### config.mk
export PLATFORM = sky130hd
export DESIGN_NAME = rgsf_queue
export DESIGN_NICKNAME = d
export VERILOG_FILES = /design/src/hdl/rgsf_pkg.sv /design/src/hdl/rgsf_queue.sv
export SDC_FILE = /design/constraint.sdc
export NUM_CORES = 1
export LEC_CHECK = 0
export BUFFER_PORTS_ARGS = -buffer_cell sky130_fd_sc_hd__buf_2
export CAP_MARGIN = 20
export CORE_UTILIZATION = 55
export CTS_BUF_LIST = sky130_fd_sc_hd__clkbuf_16
export CTS_CLUSTER_SIZE = 16
export DETAILED_ROUTE_END_ITERATION = 8
export PLACE_DENSITY = 0.81
export RECOVER_POWER = 50
export SKIP_LAST_GASP = 1
export SYNTH_ARGS = -nofsm -noshare
export SYNTH_HDL_FRONTEND = slang
export SYNTH_SLANG_ARGS = --single-unit
### constraint.sdc
create_clock -name clk -period 2 [get_ports clk]
set_clock_uncertainty 0.1 [all_clocks]
set_input_delay 0.1 -clock clk [delete_from_list [all_inputs] [get_ports clk]]
set_output_delay 0.1 -clock clk [all_outputs]
set_load 0.02 [all_outputs]
### src/hdl/rgsf_pkg.sv
// Shared types and constants for the serpentine gray raster formatter.
// No dependencies; imported by every module of the block.
package rgsf_pkg;

  localparam int MAX_WIDTH   = 4096;
  localparam int COUNT_LIMIT = 4096;
  localparam int CFG_W       = 13;
  localparam int MAXW_BITS   = $clog2(MAX_WIDTH + 1);
  localparam int WEFF_W      = (CFG_W > MAXW_BITS) ? CFG_W : MAXW_BITS;
  localparam int COL_W       = (MAX_WIDTH > 1) ? $clog2(MAX_WIDTH) : 1;
  localparam int ROW_W       = $clog2(COUNT_LIMIT);
  localparam int ADDR_W      = $clog2(2 * MAX_WIDTH);
  localparam logic [7:0] CUTOFF   = 8'd20;
  localparam logic [7:0] FULL_LVL = 8'd255;

  localparam int QDEPTH = 4;
  localparam int QPTR_W = $clog2(QDEPTH);
  localparam int QCNT_W = $clog2(QDEPTH + 1);

  // register indexes (paddr[4:2])
  localparam logic [2:0] REG_ROW_WIDTH  = 3'd0;
  localparam logic [2:0] REG_ROW_COUNT  = 3'd1;
  localparam logic [2:0] REG_SERPENTINE = 3'd2;
  localparam logic [2:0] REG_MAP_LOW    = 3'd3;
  localparam logic [2:0] REG_MAP_HIGH   = 3'd4;

  typedef struct packed {
    logic [CFG_W-1:0] row_width;
    logic [CFG_W-1:0] row_count;
    logic             serpentine;
    logic [7:0]       map_low;
    logic [7:0]       map_high;
  } cfg_t;

  typedef struct packed {
    logic [7:0] luma;
    logic       drain;
  } in_item_t;

  typedef struct packed {
    logic [7:0] intensity;
    logic       row_reversed;
    logic       last_in_row;
    logic       last_of_image;
  } out_item_t;

  typedef struct packed {
    logic [7:0] value;
    logic       rev;
    logic       last_row;
    logic       last_img;
  } q_entry_t;

  typedef struct packed {
    logic     valid;
    q_entry_t entry;
  } q_push_t;

  typedef struct packed {
    logic [QCNT_W-1:0] count;
    logic              empty;
    logic              full;
  } q_stat_t;

endpackage

### src/hdl/rgsf_queue.sv
// Short FIFO between the front end and the remap back end.
// Uses rgsf_pkg for the entry and status types.
module rgsf_queue import rgsf_pkg::*; (
  input  logic     clk,
  input  logic     rst_n,
  input  q_push_t  q_push,
  input  logic     pop,
  output q_entry_t head,
  output q_stat_t  q_stat
);

  q_entry_t          store [QDEPTH];
  logic [QPTR_W-1:0] wptr_r, wptr_nxt, rptr_r, rptr_nxt;
  logic [QCNT_W-1:0] count_r, count_nxt;

  always_comb begin
    wptr_nxt  = wptr_r;
    rptr_nxt  = rptr_r;
    count_nxt = count_r;
    if (q_push.valid) begin
      wptr_nxt = (wptr_r == QPTR_W'(QDEPTH - 1)) ? '0 : wptr_r + QPTR_W'(1);
    end
    if (pop) begin
      rptr_nxt = (rptr_r == QPTR_W'(QDEPTH - 1)) ? '0 : rptr_r + QPTR_W'(1);
    end
    if (q_push.valid && !pop) begin
      count_nxt = count_r + QCNT_W'(1);
    end else if (!q_push.valid && pop) begin
      count_nxt = count_r - QCNT_W'(1);
    end
  end

  always_ff @(posedge clk) begin
    if (!rst_n) begin
      wptr_r  <= '0;
      rptr_r  <= '0;
      count_r <= '0;
    end else begin
      wptr_r  <= wptr_nxt;
      rptr_r  <= rptr_nxt;
      count_r <= count_nxt;
    end
  end

  always_ff @(posedge clk) begin
    if (q_push.valid) begin
      store[wptr_r] <= q_push.entry;
    end
  end

  assign head         = store[rptr_r];
  assign q_stat.count = count_r;
  assign q_stat.empty = (count_r == '0);
  assign q_stat.full  = (count_r == QCNT_W'(QDEPTH));

endmodule

==> run_results.csv, run 1 <==
group,metric,value,unit
synthesis,synth_top_flop_cell,"edfxtp_1",
global_route,grt_max_degree,17,
critical_path,cpLargestDelayFamily,"multiplexers",
sta,worst_slack,0.180,ns
cts,clock_sink_count,53,
finish,final_nets,174,
sta,worst_hold_check_slack,0.00228,ns
sta,finalMaxSlewViolations,0,
critical_path,r2r_start,"count_r[0]",
global_route,grt_first_pass_wirelength,5350,microns
pwr,irDropWorstVdd,667,uV
placement,gpl.final_weighted_congestion,0.711,
global_route,globalRouteOverflowTotal,0,
placement,placement.cell_area,2280,sq um
synthesis,synthDominantCellAreaShare,64.5,%
sta,grt_setup_unrepaired,"false",
pwr,powerDensity,959,nW/um^2
critical_path,cp_slowest_stage_delay,0.59,ns
global_route,first_global_vias,1130,
routing,met3WireLength,150,microns
critical_path,endpoint_kind,"output pin",
cts,cts_tree,"yes",
synthesis,yosys_register_bits,53,
critical_path,setup.reg_to_reg.worst_slack,0.37,ns
critical_path,worstSetupStartpointType,"register",
die,design.core.area,3440,sq um
die,horizontal_die_dimension,63.0,microns
global_route,global_route_usage_sum,18.9,%
critical_path,timing.critical_path.buf_inv,2,
sta,timing.final.setup_violations,0,
critical_path,timing.critical_path.fanout_max,11,
critical_path,cp_num_cells,3,
min_path,timing.hold.worst_endpoint,"count_r[0]",
finish,finished_layout_cell_area,2510,sq um
routing,via_count,1057,
routing,detail_route.drc_violations,0,
critical_path,r2r_cells,4,
finish,mostFrequentLayoutCells,"44 x edfxtp_1, 16 x clkbuf_1, 14 x buf_2, 11 x dlygate4sd3_1, 10 x mux4_2",
synthesis,postSynthCellCount,101,
routing,detail_route.wirelength,3330,microns
routing,met1_length,1310,microns
synthesis,synth.area.top_cells,"edfxtp_1 65%, mux4_2 11%, dfxtp_1 8.8%, ha_1 3.7%, mux2i_1 2.0%",
synthesis,ys_seq_area_share,73.3,%
placement,place.port_buffers,30,
sta,finalCriticalPeriod,1.82,ns
critical_path,rr_endpoint,"count_r[2]",
sta,final-hold-violation-count,0,
status,outcome,"completed",
routing,wl_met2,1830,microns
die,placementRows,21,
critical_path,crit_slowest_cell,"mux4_1",
die,die_height,63.0,microns
sta,setup-tns-final,0,ns
routing,route.detailed.vias_per_inst,5.31,
critical_path,required,1.80,ns
cts,cts.clk_slew.worst_paths,0.06,ns
die,num_io_pins,31,
sta,fmaxAchievable,550,MHz
die,dieArea,3970,sq um
synthesis,synthDistinctLibCells,21,
routing,number_of_nets_with_antenna_violations_after_routing,0,
min_path,worstHoldPathType,"primary input to register",
finish,post_route_cells_drive_above_1_share,24.2,%
min_path,holdPathStages,2,
synthesis,proportion_of_register_bits_with_asynchronous_set_or_reset_after_synthesis,0,%
synthesis,yosysWarnings,0,
critical_path,cp_cell_sequence,"buf_4 > mux4_1 > buf_2",
sta,worstMarginPinSlew,0.531,ns
critical_path,arrival,1.62,ns
finish,layout_commonest_cell,"edfxtp_1",
routing,routed_wire_per_std_cell,16.7,microns
sta,final_worst_path_period_share,91.0,%
routing,firstDrtPassIters,4,
sta,max-slew-margin-rel,64.5,%
placement,detailedPlace.worstSlack,0.298,ns
routing,drt_iter0_drc,37,
synthesis,netlist_area,2050,sq um
cts,htree_num_levels,2,
synthesis,synth.net_count,123,
cts,postCtsSetupBuffers,0,
cts,clock_tree.root_cell,"clkbuf_16",
critical_path,timing.setup.critical_path_class,"register to output pin",
cts,clock_path_buffers,2,
routing,maxUsedRoutingLayer,"met4",
placement,detailed_place_hpwl,2180,microns
cts,clk_latency,0.28,ns
die,floorplan.initialDensity,59.5,%
synthesis,number_of_enable_type_register_cells_in_the_synthesized_netlist,44,
min_path,min_from,"rst_n",
pwr,leakage,0.893,nW
synthesis,syn-mean-instance-area,20.3,sq um
global_route,antenna_violations_before_repair,0,
synthesis,synth.largest_area_cell,"edfxtp_1",
cts,cts_buffer_count,5,
finish,synthToLayoutAreaGrowth,22.6,%
run,max_cap_violations,0,
finish,antenna_cells_inserted,0,
==> registers in the layout, summed over array words and instances, names as in the netlist, named ones only <==
name	flops
store	44
count_r	3
rptr_r	2
wptr_r	2
==> Yosys cell counts (2+ instances only) <==
cell	count
inv_1	4
nor3_1	2
and2_1	5
ha_1	6
edfxtp_1	44
dfxtp_1	9
mux2i_1	4
mux4_2	10
nor2b_1	5
==> area by class of cell <==
class	instances	area (sq um)
Fill cell	222	933
Multi-Input combinational cell	42	514
Inverter	4	15.0
Timing Repair Buffer	46	278
Tap cell	46	57.6
Clock buffer	5	125
Sequential cell	53	1500
Clock inverter	3	17.5
==> worst max path at each step <==
stage,from,slack (ns),endpoint
2_1_floorplan,count_r[0],0.41,count_r[2]
3_3_place_gp,pop,0.39,count_r[2]
3_5_place_dp,pop,0.30,count_r[2]
4_1_cts,register,0.15,head[2]
5_1_grt,register,0.11,head[2]
6_report,register,0.18,head[2]
==> power breakdown <==
group | switching (W) | leakage [nW] | internal (W)
clock network | 0.000343 | 0.0696 | 0.000458
registers | 0.0000388 | 0.478 | 0.00126
logic | 0.000171 | 0.345 | 0.000137
total | 0.000553 | 0.893 | 0.00185
==> stage by stage <==
step	power, W	cells	util, %
2_1_floorplan	0.00151	101	-
3_3_place_gp	0.00160	180	66.1
3_5_place_dp	0.00162	180	66.1
4_1_cts	0.00243	199	73.5
5_1_grt	0.00250	199	72.9
6_report	0.00241	199	72.9
==> routing by layer <==
layer  global-route usage, %  up-vias
met5                       0        -
met4                    8.43        0
met3                    4.56        4
met2                    32.7       33
met1                    22.3      524
li1                        -      496
==> logic make-up after synthesis <==
group | synth area share (%)
mux | 14.2
fa+ha+maj | 4.65
compound gates | 0.978
xor+xnor | 0.856
flops | 73.3
buf+inv | 1.53
simple gates | 4.40
==> repair_timing <==
action                                  4_1_cts  5_1_grt
resized for setup                             0        0
endpoints found under the hold margin        44        0
endpoints found under the setup margin        0        0
hold buffers                                 11        0
Note: power is estimated with default switching activity, not from simulation.
==> inputs of run 2 (changes only) <==
Settings changed: PLACE_DENSITY 0.81 to 0.77.
==> run_results.csv, run 2 (synthesis results as in run 1) <==
group,metric,value,unit
finish,antenna_cells_inserted,0,
routing,drt_iter0_drc,74,
placement,gpl.final_weighted_congestion,0.670,
sta,setup-tns-final,0,ns
die,horizontal_die_dimension,63.0,microns
finish,mostFrequentLayoutCells,"44 x edfxtp_1, 16 x clkbuf_1, 14 x buf_2, 11 x dlygate4sd3_1, 10 x mux4_2",
routing,wl_met2,1900,microns
routing,routed_wire_per_std_cell,17.0,microns
sta,max-slew-margin-rel,61.1,%
finish,final_nets,174,
cts,clock_sink_count,53,
critical_path,required,1.80,ns
sta,finalMaxSlewViolations,0,
finish,synthToLayoutAreaGrowth,23.0,%
pwr,cellInternalPower,0.00185,W
routing,met3WireLength,154,microns
critical_path,cpLargestDelayFamily,"flip-flops",
global_route,grt_max_degree,16,
pwr,irDropWorstVdd,486,uV
pwr,power_frac_seq,54.2,%
global_route,global_route_usage_sum,19.5,%
finish,layout_commonest_cell,"edfxtp_1",
pwr,combPwrFrac,13.0,%
global_route,first_global_vias,1112,
critical_path,crit_slowest_cell,"dfxtp_1",
critical_path,timing.critical_path.fanout_max,11,
die,die_height,63.0,microns
cts,htree_num_levels,2,
global_route,grt_first_pass_wirelength,5420,microns
cts,cts.clk_slew.worst_paths,0.06,ns
finish,largest_register_ffs,44,
routing,detail_route.drc_violations,0,
status,outcome,"completed",
sta,fmaxAchievable,567,MHz
finish,layout.core_utilization,73.1,%
cts,clock_tree.root_cell,"clkbuf_16",
critical_path,timing.setup.critical_path_class,"register to output pin",
cts,cts_tree,"yes",
sta,grt_setup_unrepaired,"false",
die,dieArea,3970,sq um
die,floorplan.initialDensity,59.5,%
critical_path,setup.reg_to_reg.worst_slack,0.40,ns
routing,route.detailed.vias_per_inst,5.30,
sta,final_worst_path_period_share,88.2,%
cts,postCtsSetupBuffers,0,
sta,timing.final.setup_violations,0,
sta,worstMarginPinSlew,0.583,ns
routing,firstDrtPassIters,4,
pwr,powerDensity,952,nW/um^2
sta,worst_hold_check_slack,0.0125,ns
critical_path,timing.critical_path.buf_inv,1,
pwr,switching_power,0.000544,W
finish,post_route_cells_drive_above_1_share,23.5,%
cts,clk_latency,0.28,ns
die,num_io_pins,31,
routing,maxUsedRoutingLayer,"met4",
cts,clock_path_buffers,2,
die,placementRows,21,
critical_path,cp_slowest_stage_delay,0.69,ns
critical_path,worstSetupStartpointType,"register",
placement,detailed_place_hpwl,2240,microns
routing,met1_length,1280,microns
placement,place.port_buffers,30,
critical_path,cp_cell_sequence,"mux4_2 > buf_2",
pwr,switching_share,22.7,%
routing,detail_route.wirelength,3380,microns
finish,total_area_of_multi_input_combinational_cells,514,sq um
critical_path,endpoint_kind,"output pin",
finish,biggestRegsByFlops,"store x44, count_r x3",
min_path,worstHoldPathType,"primary input to register",
run,max_cap_violations,0,
finish,layout.filler_cells,223,
cts,cts_buffer_count,5,
pwr,p_clk_share,32.9,%
routing,via_count,1054,
critical_path,arrival,1.56,ns
finish,regMostFlops,"store",
sta,finalCriticalPeriod,1.76,ns
routing,number_of_nets_with_antenna_violations_after_routing,0,
pwr,leakage,0.902,nW
global_route,globalRouteOverflowTotal,0,
finish,area_taken_by_flip_flops_and_latches,1500,sq um
sta,final-hold-violation-count,0,
global_route,antenna_violations_before_repair,0,
die,design.core.area,3440,sq um
-- run 2: cell types whose count changed in the layout (fill, tap and decap cells not counted), sizes merged --
cell      before  now
inv            4    5
clkinvlp       1    0
-- run 2: path summary, 6_finish.rpt --
| kind | from | end | cells past startpoint |
|---|---|---|---|
| hold reg to reg | count_r[2] | count_r[2] | 2 |
| hold / removal | rst_n | count_r[0] | 2 |
| setup reg to reg | count_r[0] | count_r[2] | 4 |
| setup / recovery | register | head[1] | 2 |
-- run 2: final cells by class --
type | instances | area share [%]
sequential | 53 | 59.6
timing repair buffer | 46 | 11.5
clock inverter | 3 | 0.547
tap | 46 | 2.29
clock buffer | 5 | 4.97
inverter | 4 | 0.596
multi-input combinational | 42 | 20.4
-- run 2: power by group through the flow --
stage	combinational [W]	sequential, W	clock, W
after floorplan	0.000191	0.00132	0
after global placement	0.000296	0.00131	0
after detailed placement	0.000306	0.00132	0
after CTS	0.000323	0.00130	0.000800
after global routing	0.000338	0.00131	0.000835
final	0.000311	0.00130	0.000788
-- run 2: per-layer routing --
layer / track usage [%] / vias up
met4: 9.01 / 0
met2: 35.2 / 36
met3: 4.56 / 5
met1: 21.5 / 520
met5: 0 / -
li1: - / 493
-- run 2: worst register-to-register path: cells and delay by family (launching register included) --
kind	cells	cell delay, ns
AOI/OAI and AO/OA	1	0.16
xor gates and xnor gates	1	0.16
adders and majority gates	1	0.44
DFF	1	0.37
and+or+nand+nor	1	0.31
-- run 2: repair_timing --
action                                  in CTS  in global routing
gates resized for setup                      0                  0
endpoints found under the setup margin       0                  0
hold endpoints to repair                    44                  0
hold buffers                                11                  0
-- run 2: stage by stage --
step	std cells	power [W]	instance area, sq um	worst slack [ns]
floorplan	101	0.00151	2050	0.411
CTS	199	0.00242	2540	0.223
global route	199	0.00248	2520	0.163
finish	199	0.00240	2520	0.236
global placement	180	0.00161	2290	0.382
detailed placement	180	0.00163	2290	0.269
