$ cat config.mk
export PLATFORM = sky130hd
export DESIGN_NAME = rgsf_back
export DESIGN_NICKNAME = d
export VERILOG_FILES = /design/src/hdl/rgsf_pkg.sv /design/src/hdl/rgsf_back.sv
export SDC_FILE = /design/constraint.sdc
export NUM_CORES = 1
export LEC_CHECK = 0
export ABC_AREA = 1
export BUFFER_PORTS_ARGS = -buffer_cell sky130_fd_sc_hd__clkbuf_2
export CORE_UTILIZATION = 50
export CTS_BUF_LIST = sky130_fd_sc_hd__clkbuf_16
export DETAILED_ROUTE_END_ITERATION = 10
export GPL_TIMING_DRIVEN = 0
export PLACE_DENSITY = 0.68
export RECOVER_POWER = 50
export SYNTH_ARGS = -nofsm -noshare
export SYNTH_HDL_FRONTEND = slang
export SYNTH_SLANG_ARGS = --single-unit
$ cat constraint.sdc
create_clock -name clk -period 12.54 [get_ports clk]
set_clock_uncertainty 0.2 [all_clocks]
set_input_delay 1.881 -clock clk [delete_from_list [all_inputs] [get_ports clk]]
set_output_delay 1.881 -clock clk [all_outputs]
set_load 0.01 [all_outputs]
$ cat src/hdl/rgsf_pkg.sv
// Shared types and constants for the serpentine gray raster formatter.
// No dependencies; imported by every module of the block.
package rgsf_pkg;

  localparam int MAX_WIDTH   = 4096;
  localparam int COUNT_LIMIT = 4096;
  localparam int CFG_W       = 13;
  localparam int MAXW_BITS   = $clog2(MAX_WIDTH + 1);
  localparam int WEFF_W      = (CFG_W > MAXW_BITS) ? CFG_W : MAXW_BITS;
  localparam int COL_W       = (MAX_WIDTH > 1) ? $clog2(MAX_WIDTH) : 1;
  localparam int ROW_W       = $clog2(COUNT_LIMIT);
  localparam int ADDR_W      = $clog2(2 * MAX_WIDTH);
  localparam logic [7:0] CUTOFF   = 8'd20;
  localparam logic [7:0] FULL_LVL = 8'd255;

  localparam int QDEPTH = 4;
  localparam int QPTR_W = $clog2(QDEPTH);
  localparam int QCNT_W = $clog2(QDEPTH + 1);

  // register indexes (paddr[4:2])
  localparam logic [2:0] REG_ROW_WIDTH  = 3'd0;
  localparam logic [2:0] REG_ROW_COUNT  = 3'd1;
  localparam logic [2:0] REG_SERPENTINE = 3'd2;
  localparam logic [2:0] REG_MAP_LOW    = 3'd3;
  localparam logic [2:0] REG_MAP_HIGH   = 3'd4;

  typedef struct packed {
    logic [CFG_W-1:0] row_width;
    logic [CFG_W-1:0] row_count;
    logic             serpentine;
    logic [7:0]       map_low;
    logic [7:0]       map_high;
  } cfg_t;

  typedef struct packed {
    logic [7:0] luma;
    logic       drain;
  } in_item_t;

  typedef struct packed {
    logic [7:0] intensity;
    logic       row_reversed;
    logic       last_in_row;
    logic       last_of_image;
  } out_item_t;

  typedef struct packed {
    logic [7:0] value;
    logic       rev;
    logic       last_row;
    logic       last_img;
  } q_entry_t;

  typedef struct packed {
    logic     valid;
    q_entry_t entry;
  } q_push_t;

  typedef struct packed {
    logic [QCNT_W-1:0] count;
    logic              empty;
    logic              full;
  } q_stat_t;

endpackage

$ cat src/hdl/rgsf_back.sv
// Back end: intensity remap (multiply stage, divide-by-255 and clamp stage)
// and the output register. Uses rgsf_pkg.
module rgsf_back import rgsf_pkg::*; (
  input  logic      clk,
  input  logic      rst_n,
  input  cfg_t      cfg,
  input  q_entry_t  head,
  input  q_stat_t   q_stat,
  output logic      pop,
  output logic      out_valid,
  input  logic      out_ready,
  output out_item_t out_data
);

  logic               p_valid_r, p_valid_nxt, o_valid_r, o_valid_nxt;
  logic signed [17:0] p_x_r, x_c;
  logic               p_byp_r, byp_c;
  q_entry_t           p_ent_r;
  logic [7:0]         p_lo_r;
  out_item_t          o_data_r, o_data_c;
  logic               o_ready, p_adv;

  logic signed [8:0]  diff;
  logic signed [17:0] neg;
  logic [16:0]        mag;
  logic [17:0]        sum;
  logic [7:0]         quo;
  logic signed [10:0] qs, r;

  assign o_ready = !o_valid_r || out_ready;
  assign p_adv   = !p_valid_r || o_ready;
  assign pop     = !q_stat.empty && p_adv;

  // stage 1: v*(hi-lo)+127
  always_comb begin
    diff  = $signed({1'b0, cfg.map_high}) - $signed({1'b0, cfg.map_low});
    x_c   = $signed({1'b0, head.value}) * diff + 18'sd127;
    byp_c = ((cfg.map_low == '0) && (cfg.map_high == FULL_LVL)) || (head.value == '0);
  end

  // stage 2: truncating divide by 255 via n/255 = (n + 1 + (n>>8)) >> 8
  always_comb begin
    neg = -p_x_r;
    mag = p_x_r[17] ? neg[16:0] : p_x_r[16:0];
    sum = {1'b0, mag} + 18'd1 + 18'(mag >> 8);
    quo = sum[15:8];
    qs  = p_x_r[17] ? -$signed({3'b000, quo}) : $signed({3'b000, quo});
    r   = $signed({3'b000, p_lo_r}) + qs;
    o_data_c.row_reversed  = p_ent_r.rev;
    o_data_c.last_in_row   = p_ent_r.last_row;
    o_data_c.last_of_image = p_ent_r.last_img;
    if (p_byp_r) begin
      o_data_c.intensity = p_ent_r.value;
    end else if (r < 11'sd0) begin
      o_data_c.intensity = '0;
    end else if (r > 11'sd255) begin
      o_data_c.intensity = FULL_LVL;
    end else begin
      o_data_c.intensity = r[7:0];
    end
  end

  always_comb begin
    p_valid_nxt = p_adv ? pop : p_valid_r;
    o_valid_nxt = o_ready ? p_valid_r : o_valid_r;
  end

  always_ff @(posedge clk) begin
    if (!rst_n) begin
      p_valid_r <= 1'b0;
      o_valid_r <= 1'b0;
    end else begin
      p_valid_r <= p_valid_nxt;
      o_valid_r <= o_valid_nxt;
    end
  end

  always_ff @(posedge clk) begin
    if (pop) begin
      p_x_r   <= x_c;
      p_byp_r <= byp_c;
      p_ent_r <= head;
      p_lo_r  <= cfg.map_low;
    end
    if (o_ready && p_valid_r) begin
      o_data_r <= o_data_c;
    end
  end

  assign out_valid = o_valid_r;
  assign out_data  = o_data_r;

endmodule

==> flow_summary.json, run 1 <==
{
  "yosys.area_share.xor_xnor_pct": 4.907,
  "fin_setup_tns_ns": 0,
  "synthFlopType": "edfxtp_1",
  "cts.repair.resized": 0,
  "cts_hold_buf": 0,
  "synthAdderAreaFrac_pct": 30.34,
  "synth-compound-area-share_pct": 5.842,
  "boundaryPins": 75,
  "violations": "capacitance limit, slew limit",
  "ys_seq_area_share_pct": 23.52,
  "grt_pass1_wl_um": 22390,
  "clock-sinks": 51,
  "core_um2": 12570,
  "clk_pin_slew_ns": 0.07,
  "root_buffer": "clkbuf_16",
  "layout_setup_ws_ns": 3.691,
  "layout_commonest_cell": "nand2_1",
  "final-setup-viol-count": 0,
  "critPathLaunchType": "input pin",
  "synth-edff-count": 49,
  "nNetsFinal": 1028,
  "post-dp-hpwl_um": 11710,
  "cp_max_fo": 8,
  "wl_per_cell_um": 13.47,
  "post_cts_buffers": 0,
  "ys_ff_latch": 51,
  "antenna_cells": 0,
  "grt_pass1_vias": 4984,
  "min_period_over_period_pct": 70.57,
  "totalWireLength_um": 13630,
  "final_layout_size_suffix_gt1_share_pct": 10.71,
  "die_h_um": 115.4,
  "globalplace.congestion": 0.9385,
  "async_reset_ff_share_pct": 0,
  "rsz0062_at_grt": "false",
  "cts_made_buffers": 5,
  "drt_first_iter_violations": 351,
  "synth_mux_area_share_pct": 0,
  "port_buffers": 43,
  "critical_path_class": "input pin to flop",
  "initial_core_util_pct": 51.12,
  "cts_tree": "built",
  "synthDistinctLibCells": 44,
  "area_growth_pct": 8.393,
  "finalInstanceArea_um2": 6964,
  "die_x_um": 115.4,
  "grt-ovfl-total": 0,
  "yosys.area_share.simple_pct": 24.91,
  "die-area_um2": 13310,
  "critPathArrivalTime_ns": 8.74,
  "hold_slack_ns": 0.2242,
  "hold_viol_final": 0,
  "antenna_left": 0,
  "syn_avg_cell_area_um2": 8.143,
  "postPlaceCellArea_um2": 6855,
  "r2r_slack_ns": 6.87,
  "max_clock_freq_mhz": 113.0,
  "yosysWarningCount": 0,
  "postSynthCellCount": 789,
  "vias": 5117,
  "antenna_found_initial": 0,
  "drc": 0,
  "drv_cap": 1,
  "via_per_inst": 5.056,
  "synth_top_family_by_area": "adder cells",
  "slowest_stage": "fa_1",
  "dpl_worst_slack_ns": 3.537,
  "clk_path_buf_depth": 2,
  "end_kind": "flop",
  "outcome": "finished, violations left",
  "cts-htree-levels": 2,
  "final_cell_mix": "184 x nand2_1, 156 x inv_1, 79 x ha_1",
  "slew_viol_final": 40,
  "grt_max_degree": 40,
  "drtPass1Iterations": 8,
  "hold_path_class": "flop to flop",
  "slowest_delay_ns": 0.56,
  "required_ns": 12.44,
  "syn_area_um2": 6425,
  "worstMarginPinSlew_ns": 1.514,
  "max_slew_margin_pct": -1.060,
  "rows": 41,
  "syn_nets": 978,
  "min_period_ns": 8.849,
  "grt_use_total_pct": 21.50,
  "insertion_delay_ns": 0.29,
  "critPathMostFrequentCell": "fa_1"
}
registers in the layout, indices dropped and copies added, names as in the netlist:
name and count:
p_ent_r 8, o_data_c 3, p_x_r 18, out_data 11, p_valid_r 1, p_lo_r 8, p_byp_r 1, out_valid 1
final timing paths:
path,from,endpoint,cells past startpoint
setup reg to reg,p_x_r[17],out_data[5],35
setup / recovery,cfg[8],p_x_r[15],32
hold / removal,o_data_c[2],out_data[2],0
hold reg to reg,o_data_c[2],out_data[2],0
worst max-delay path: cells and delay by family:
family          cells  cell delay, ns
xor+xnor            1            0.26
compound gates      8            1.70
buf+inv             6            0.48
fa+ha+maj           8            3.56
simple gates        9            0.87
per-stage QoR:
| stage | cells | utilization, % |
|---|---|---|
| 2_1_floorplan | 789 | - |
| 3_3_place_gp | 1004 | 54.54 |
| 3_5_place_dp | 1004 | 54.54 |
| 4_1_cts | 1012 | 55.67 |
| 5_1_grt | 1012 | 55.41 |
| 6_report | 1012 | 55.41 |
cell families (layout without fill, tap and decap cells):
kind of cell,count (synthesis),after routing
xor gates and xnor gates,36,36
and+or+nand+nor,336,336
AOI/OAI and AO/OA,66,66
adders and majority gates,127,127
DFF,51,51
buffers and inverters,173,224
per-layer routing:
metal	share of wire [%]	vias up	track usage, %
met4	2.2	0	7.186
met3	1.9	23	1.265
met1	45	2433	27.85
li1	-	2589	-
met5	0	-	0
met2	51	72	38.20
area by class of cell:
type	instances	area [µm²]
Fill cell	1167	5604
Multi-Input combinational cell	565	4240
Sequential cell	51	1511
Inverter	164	618.1
Tap cell	172	215.2
Timing Repair Buffer	43	182.7
Clock buffer	5	125.1
Buffer	9	55.05
Clock inverter	3	16.27
Yosys cell counts, types with 2 or more instances:
cell type	instances	area (µm²)
dfxtp_1	2	40.04
ha_1	79	988.5
nand3_2	10	100.1
nand3b_1	5	37.54
nand3_1	27	135.1
nand4_1	10	62.56
nor3_1	2	10.01
nand2_1	184	690.7
o21ai_0	14	70.07
xor2_1	29	254.0
o21bai_1	2	15.01
o21ai_1	2	10.01
o211ai_1	2	15.01
nor2_4	2	22.52
a21oi_1	37	185.2
nand2_2	22	137.6
nor2_2	4	25.02
nor4_1	3	18.77
clkbuf_1	5	18.77
inv_1	155	581.8
inv_2	8	30.03
xnor2_1	7	61.31
nand3_4	2	35.03
o31ai_1	2	15.01
nand2_4	8	90.09
edfxtp_1	49	1471
fa_1	48	960.9
or2_2	4	25.02
nor2_1	50	187.7
Power of run 1 is not shown: default switching activity piles up to over one toggle a cycle in this logic, so the estimate is an artifact.
==> run 2, diff against run 1 <==
Settings changed: ABC_AREA 1 to 0.
Clock period 12.54 ns to 8.28 ns, I/O delays scaled along.
==> flow_summary.json, run 2 <==
{
  "outcome": "completed",
  "grt_use_total_pct": 20.70,
  "syn_nets": 821,
  "rows": 40,
  "postSynthCellCount": 632,
  "yosysTopAreaCellShare_pct": 23.87,
  "slowest_delay_ns": 0.55,
  "syn_area_um2": 6163,
  "end_kind": "flop",
  "grt-ovfl-total": 0,
  "async_reset_ff_share_pct": 0,
  "cts_tree": "built",
  "drv_cap": 0,
  "synth_top_family_by_area": "adder cells",
  "ys_ff_latch": 51,
  "boundaryPins": 75,
  "globalplace.congestion": 0.8733,
  "synth.most_common_cell": "inv_1",
  "largest_register": "p_x_r",
  "drc": 0,
  "placed_cells": 823,
  "die_h_um": 113.0,
  "clock-sinks": 51,
  "min_period_over_period_pct": 95.02,
  "synth-compound-area-share_pct": 14.21,
  "drt_first_iter_violations": 277,
  "die-area_um2": 12770,
  "area_growth_pct": 9.744,
  "final-setup-viol-count": 0,
  "startpoint": "cfg[0]",
  "synthDistinctLibCells": 65,
  "wl_per_cell_um": 15.27,
  "slew_viol_final": 0,
  "r2r_start": "p_x_r[17]",
  "hold_viol_final": 0,
  "synth_top_area_cell": "edfxtp_1",
  "fin_cells": 833,
  "post-dp-hpwl_um": 10620,
  "fin_setup_tns_ns": 0,
  "initial_core_util_pct": 51.31,
  "critPathArrivalTime_ns": 7.69,
  "root_buffer": "clkbuf_16",
  "final_layout_size_suffix_gt1_share_pct": 8.163,
  "clk_pin_slew_ns": 0.07,
  "yosys.area_share.simple_pct": 14.84,
  "insertion_delay_ns": 0.29,
  "grt_max_degree": 27,
  "critPathMostFrequentCell": "fa_1",
  "via_per_inst": 5.483,
  "min_period_ns": 7.868,
  "hold_path_class": "flop to flop",
  "worstMarginPinSlew_ns": 1.292,
  "drtPass1Iterations": 7,
  "antenna_left": 0,
  "final_cell_mix": "86 x inv_1, 79 x ha_1, 67 x nand2_1",
  "syn_avg_cell_area_um2": 9.752,
  "synthTopCellsByArea": "edfxtp_1 24%, ha_1 16%, fa_1 16%, xnor2_1 5.5%, inv_1 5.2%",
  "core_um2": 12010,
  "synthFlopType": "edfxtp_1",
  "layout_commonest_cell": "inv_1",
  "synth_mux_area_share_pct": 0.5075,
  "synthAdderAreaFrac_pct": 31.63,
  "largest_reg_flops": 18,
  "vias": 4567,
  "min_from": "o_data_c[2]",
  "max_slew_margin_pct": 13.87,
  "nNetsFinal": 874,
  "max_clock_freq_mhz": 127.1,
  "cts_made_buffers": 5,
  "yosysWarningCount": 0,
  "port_buffers": 43,
  "critPathLaunchType": "input pin",
  "grt_pass1_wl_um": 21090,
  "cts-htree-levels": 2,
  "antenna_cells": 0,
  "required_ns": 8.10,
  "rsz0062_at_grt": "false",
  "cp_max_fo": 8,
  "yosys.area_share.xor_xnor_pct": 7.653,
  "die_x_um": 113.0,
  "synth-edff-count": 49,
  "slowest_stage": "fa_1",
  "antenna_found_initial": 0,
  "totalWireLength_um": 12720,
  "grt_pass1_vias": 4461,
  "ys_top_cells_by_count": "86 x inv_1, 79 x ha_1, 67 x nand2_1",
  "ys_seq_area_share_pct": 24.52,
  "clk_path_buf_depth": 2,
  "critical_path_class": "input pin to flop"
}
[run 2: cell count changes after synthesis, sizes merged, moves of 8 or more]
cell	previous run	this run
a21o	1	11
a22oi	0	9
and2	1	19
inv	164	88
nand2	214	67
nand2b	0	19
nand3	39	5
nor2	56	26
nor2b	0	8
xnor2	7	39
xor2	29	14
[run 2: critical path, delay by kind of cell]
kind / cells / cell delay [ns]
adders and majority gates: 8 / 3.30
and+or+nand+nor: 3 / 0.85
AOI/OAI and AO/OA: 8 / 1.41
xor gates and xnor gates: 2 / 0.50
buffers and inverters: 6 / 0.37
[run 2: cell type report]
| cell class | count | area, µm² |
|---|---|---|
| Buffer | 17 | 78.83 |
| Fill cell | 1056 | 5248 |
| Tap cell | 147 | 183.9 |
| Clock inverter | 3 | 71.32 |
| Multi-Input combinational cell | 476 | 4262 |
| Inverter | 88 | 330.3 |
| Timing Repair Buffer | 46 | 201.4 |
| Clock buffer | 5 | 125.1 |
| Sequential cell | 51 | 1511 |
[run 2: what timing repair did]
action	CTS	global route
setup buffers	0	2
hold buffers	0	0
endpoints found under the setup margin	1	4
hold endpoints to repair	0	0
gates resized for setup	1	2
pin swaps	0	1
[run 2: per-stage QoR]
stage | util (%) | setup slack, ns | cell area [µm²] | hold slack [ns]
floorplan | - | 0.4997 | 6163 | 0.2003
finish | 56.31 | 0.4125 | 6764 | 0.2311
global placement | 54.64 | -0.2579 | 6563 | 0.2045
global route | 56.31 | 0.03423 | 6764 | 0.2321
CTS | 56.63 | 0.2062 | 6802 | 0.2314
detailed placement | 54.96 | -0.3371 | 6601 | 0.2156
[run 2: worst paths after layout]
check | depth (start not counted) | slack [ns] | to
worst max-delay path | 27 | 0.41 | p_x_r[17]
worst min-delay path | 0 | 0.23 | out_data[2]
worst max register to register | 26 | 1.14 | out_data[8]
worst min register to register | 0 | 0.23 | out_data[2]
[run 2: cell families after synthesis]
| logic type | Yosys count |
|---|---|
| XOR/XNOR | 53 |
| adder cells (fa/ha/maj) | 127 |
| multiplexers | 3 |
| AND/OR/NAND/NOR | 180 |
| buffers and inverters | 105 |
| flip-flops | 51 |
| AO/OA/AOI/OAI | 113 |
[run 2: layer usage]
layer / wire (µm) / track usage (%) / part of all wire, %
met1: 5758 / 27.88 / 45
met2: 6519 / 36.20 / 51
met5: 0 / 0 / 0
met3: 339 / 2.250 / 2.7
met4: 102 / 4.211 / 0.80
Power of run 2 is left out for the same reason.
==> run 3, diff against run 2 <==
Settings changed: ABC_AREA 0 to 1.
==> flow_summary.json, run 3 (synthesis results as in run 1) <==
{
  "nNetsFinal": 1028,
  "post_cts_buffers": 0,
  "critPathMostFrequentCell": "fa_1",
  "cts_hold_buf": 0,
  "max_slew_margin_pct": -1.705,
  "grt_pass1_vias": 4984,
  "largest_register": "p_x_r",
  "root_buffer": "clkbuf_16",
  "slowest_delay_ns": 0.56,
  "initial_core_util_pct": 51.12,
  "antenna_found_initial": 0,
  "final-setup-viol-count": 0,
  "hold_path_class": "flop to flop",
  "crit_buf_inv": 6,
  "vias": 5096,
  "die_x_um": 115.4,
  "boundaryPins": 75,
  "wl_per_cell_um": 13.46,
  "antenna_left": 0,
  "fin_setup_tns_ns": 0,
  "clock-sinks": 51,
  "grt_use_total_pct": 21.50,
  "grt_max_degree": 40,
  "finalInstanceArea_um2": 6977,
  "core_um2": 12570,
  "final_util_pct": 55.51,
  "required_ns": 8.17,
  "port_buffers": 43,
  "postPlaceCellArea_um2": 6855,
  "critical_path_class": "input pin to flop",
  "post-dp-hpwl_um": 11710,
  "final_cell_mix": "184 x nand2_1, 156 x inv_1, 79 x ha_1",
  "max_clock_freq_mhz": 127.3,
  "clk_pin_slew_ns": 0.07,
  "cts_tree": "built",
  "drtPass1Iterations": 7,
  "drc": 0,
  "clk_path_buf_depth": 2,
  "grt-ovfl-total": 0,
  "globalplace.congestion": 0.9385,
  "grt_pass1_wl_um": 22390,
  "min_period_ns": 7.856,
  "outcome": "finished, violations left",
  "via_per_inst": 5.036,
  "worstMarginPinSlew_ns": 1.524,
  "insertion_delay_ns": 0.29,
  "largest_reg_flops": 18,
  "antenna_cells": 0,
  "cts-htree-levels": 2,
  "die_h_um": 115.4,
  "hold_viol_final": 0,
  "layout_commonest_cell": "nand2_1",
  "layout_setup_ws_ns": 0.4238,
  "drt_first_iter_violations": 397,
  "final_layout_size_suffix_gt1_share_pct": 11.19,
  "end_kind": "flop",
  "cp_max_fo": 8,
  "dpl_worst_slack_ns": -0.08405,
  "critPathLaunchType": "input pin",
  "rows": 41,
  "area_growth_pct": 8.588,
  "min_period_over_period_pct": 94.88,
  "critPathTopFamily": "adder cells",
  "drv_cap": 1,
  "totalWireLength_um": 13630,
  "critPathArrivalTime_ns": 7.75,
  "die-area_um2": 13310,
  "cts_made_buffers": 5,
  "slowest_stage": "fa_1",
  "violations": "capacitance limit, slew limit",
  "slew_viol_final": 40
}
[run 3: metal layers]
metal	GRT usage, %	up-vias	routed length [µm]
li1	-	2588	-
met1	27.85	2417	6089
met2	38.20	71	6990
met3	1.265	20	258
met4	7.186	0	289
met5	0	-	0
[run 3: metrics by stage]
stage               hold WS [ns]  std cells
global placement          0.2013       1004
finish                    0.2210       1012
floorplan                 0.2003        789
global route              0.2361       1012
CTS                       0.2221       1012
detailed placement        0.2056       1004
[run 3: timing repair]
item	CTS	global route
hold endpoints to repair	0	0
setup endpoints to repair	0	2
gates resized for setup	0	3
[run 3: cell type report]
class / instances / area, µm²
flip-flops and latches: 51 / 1511
well taps: 172 / 215.2
multi-input cells: 565 / 4250
clock buffers: 5 / 125.1
inverters: 164 / 618.1
fillers: 1166 / 5592
plain buffers: 9 / 55.05
clock inverters: 3 / 16.27
repair buffers: 43 / 185.2
[run 3: final timing paths]
| kind | start | to | slack [ns] | cells after the start |
|---|---|---|---|---|
| worst max register to register | p_x_r[17] | out_data[5] | 2.61 | 35 |
| worst max-delay path | cfg[8] | p_x_r[15] | 0.42 | 32 |
| worst min register to register | o_data_c[0] | out_data[0] | 0.22 | 0 |
| worst min-delay path | o_data_c[0] | out_data[0] | 0.22 | 0 |
Power of run 3 is left out for the same reason.
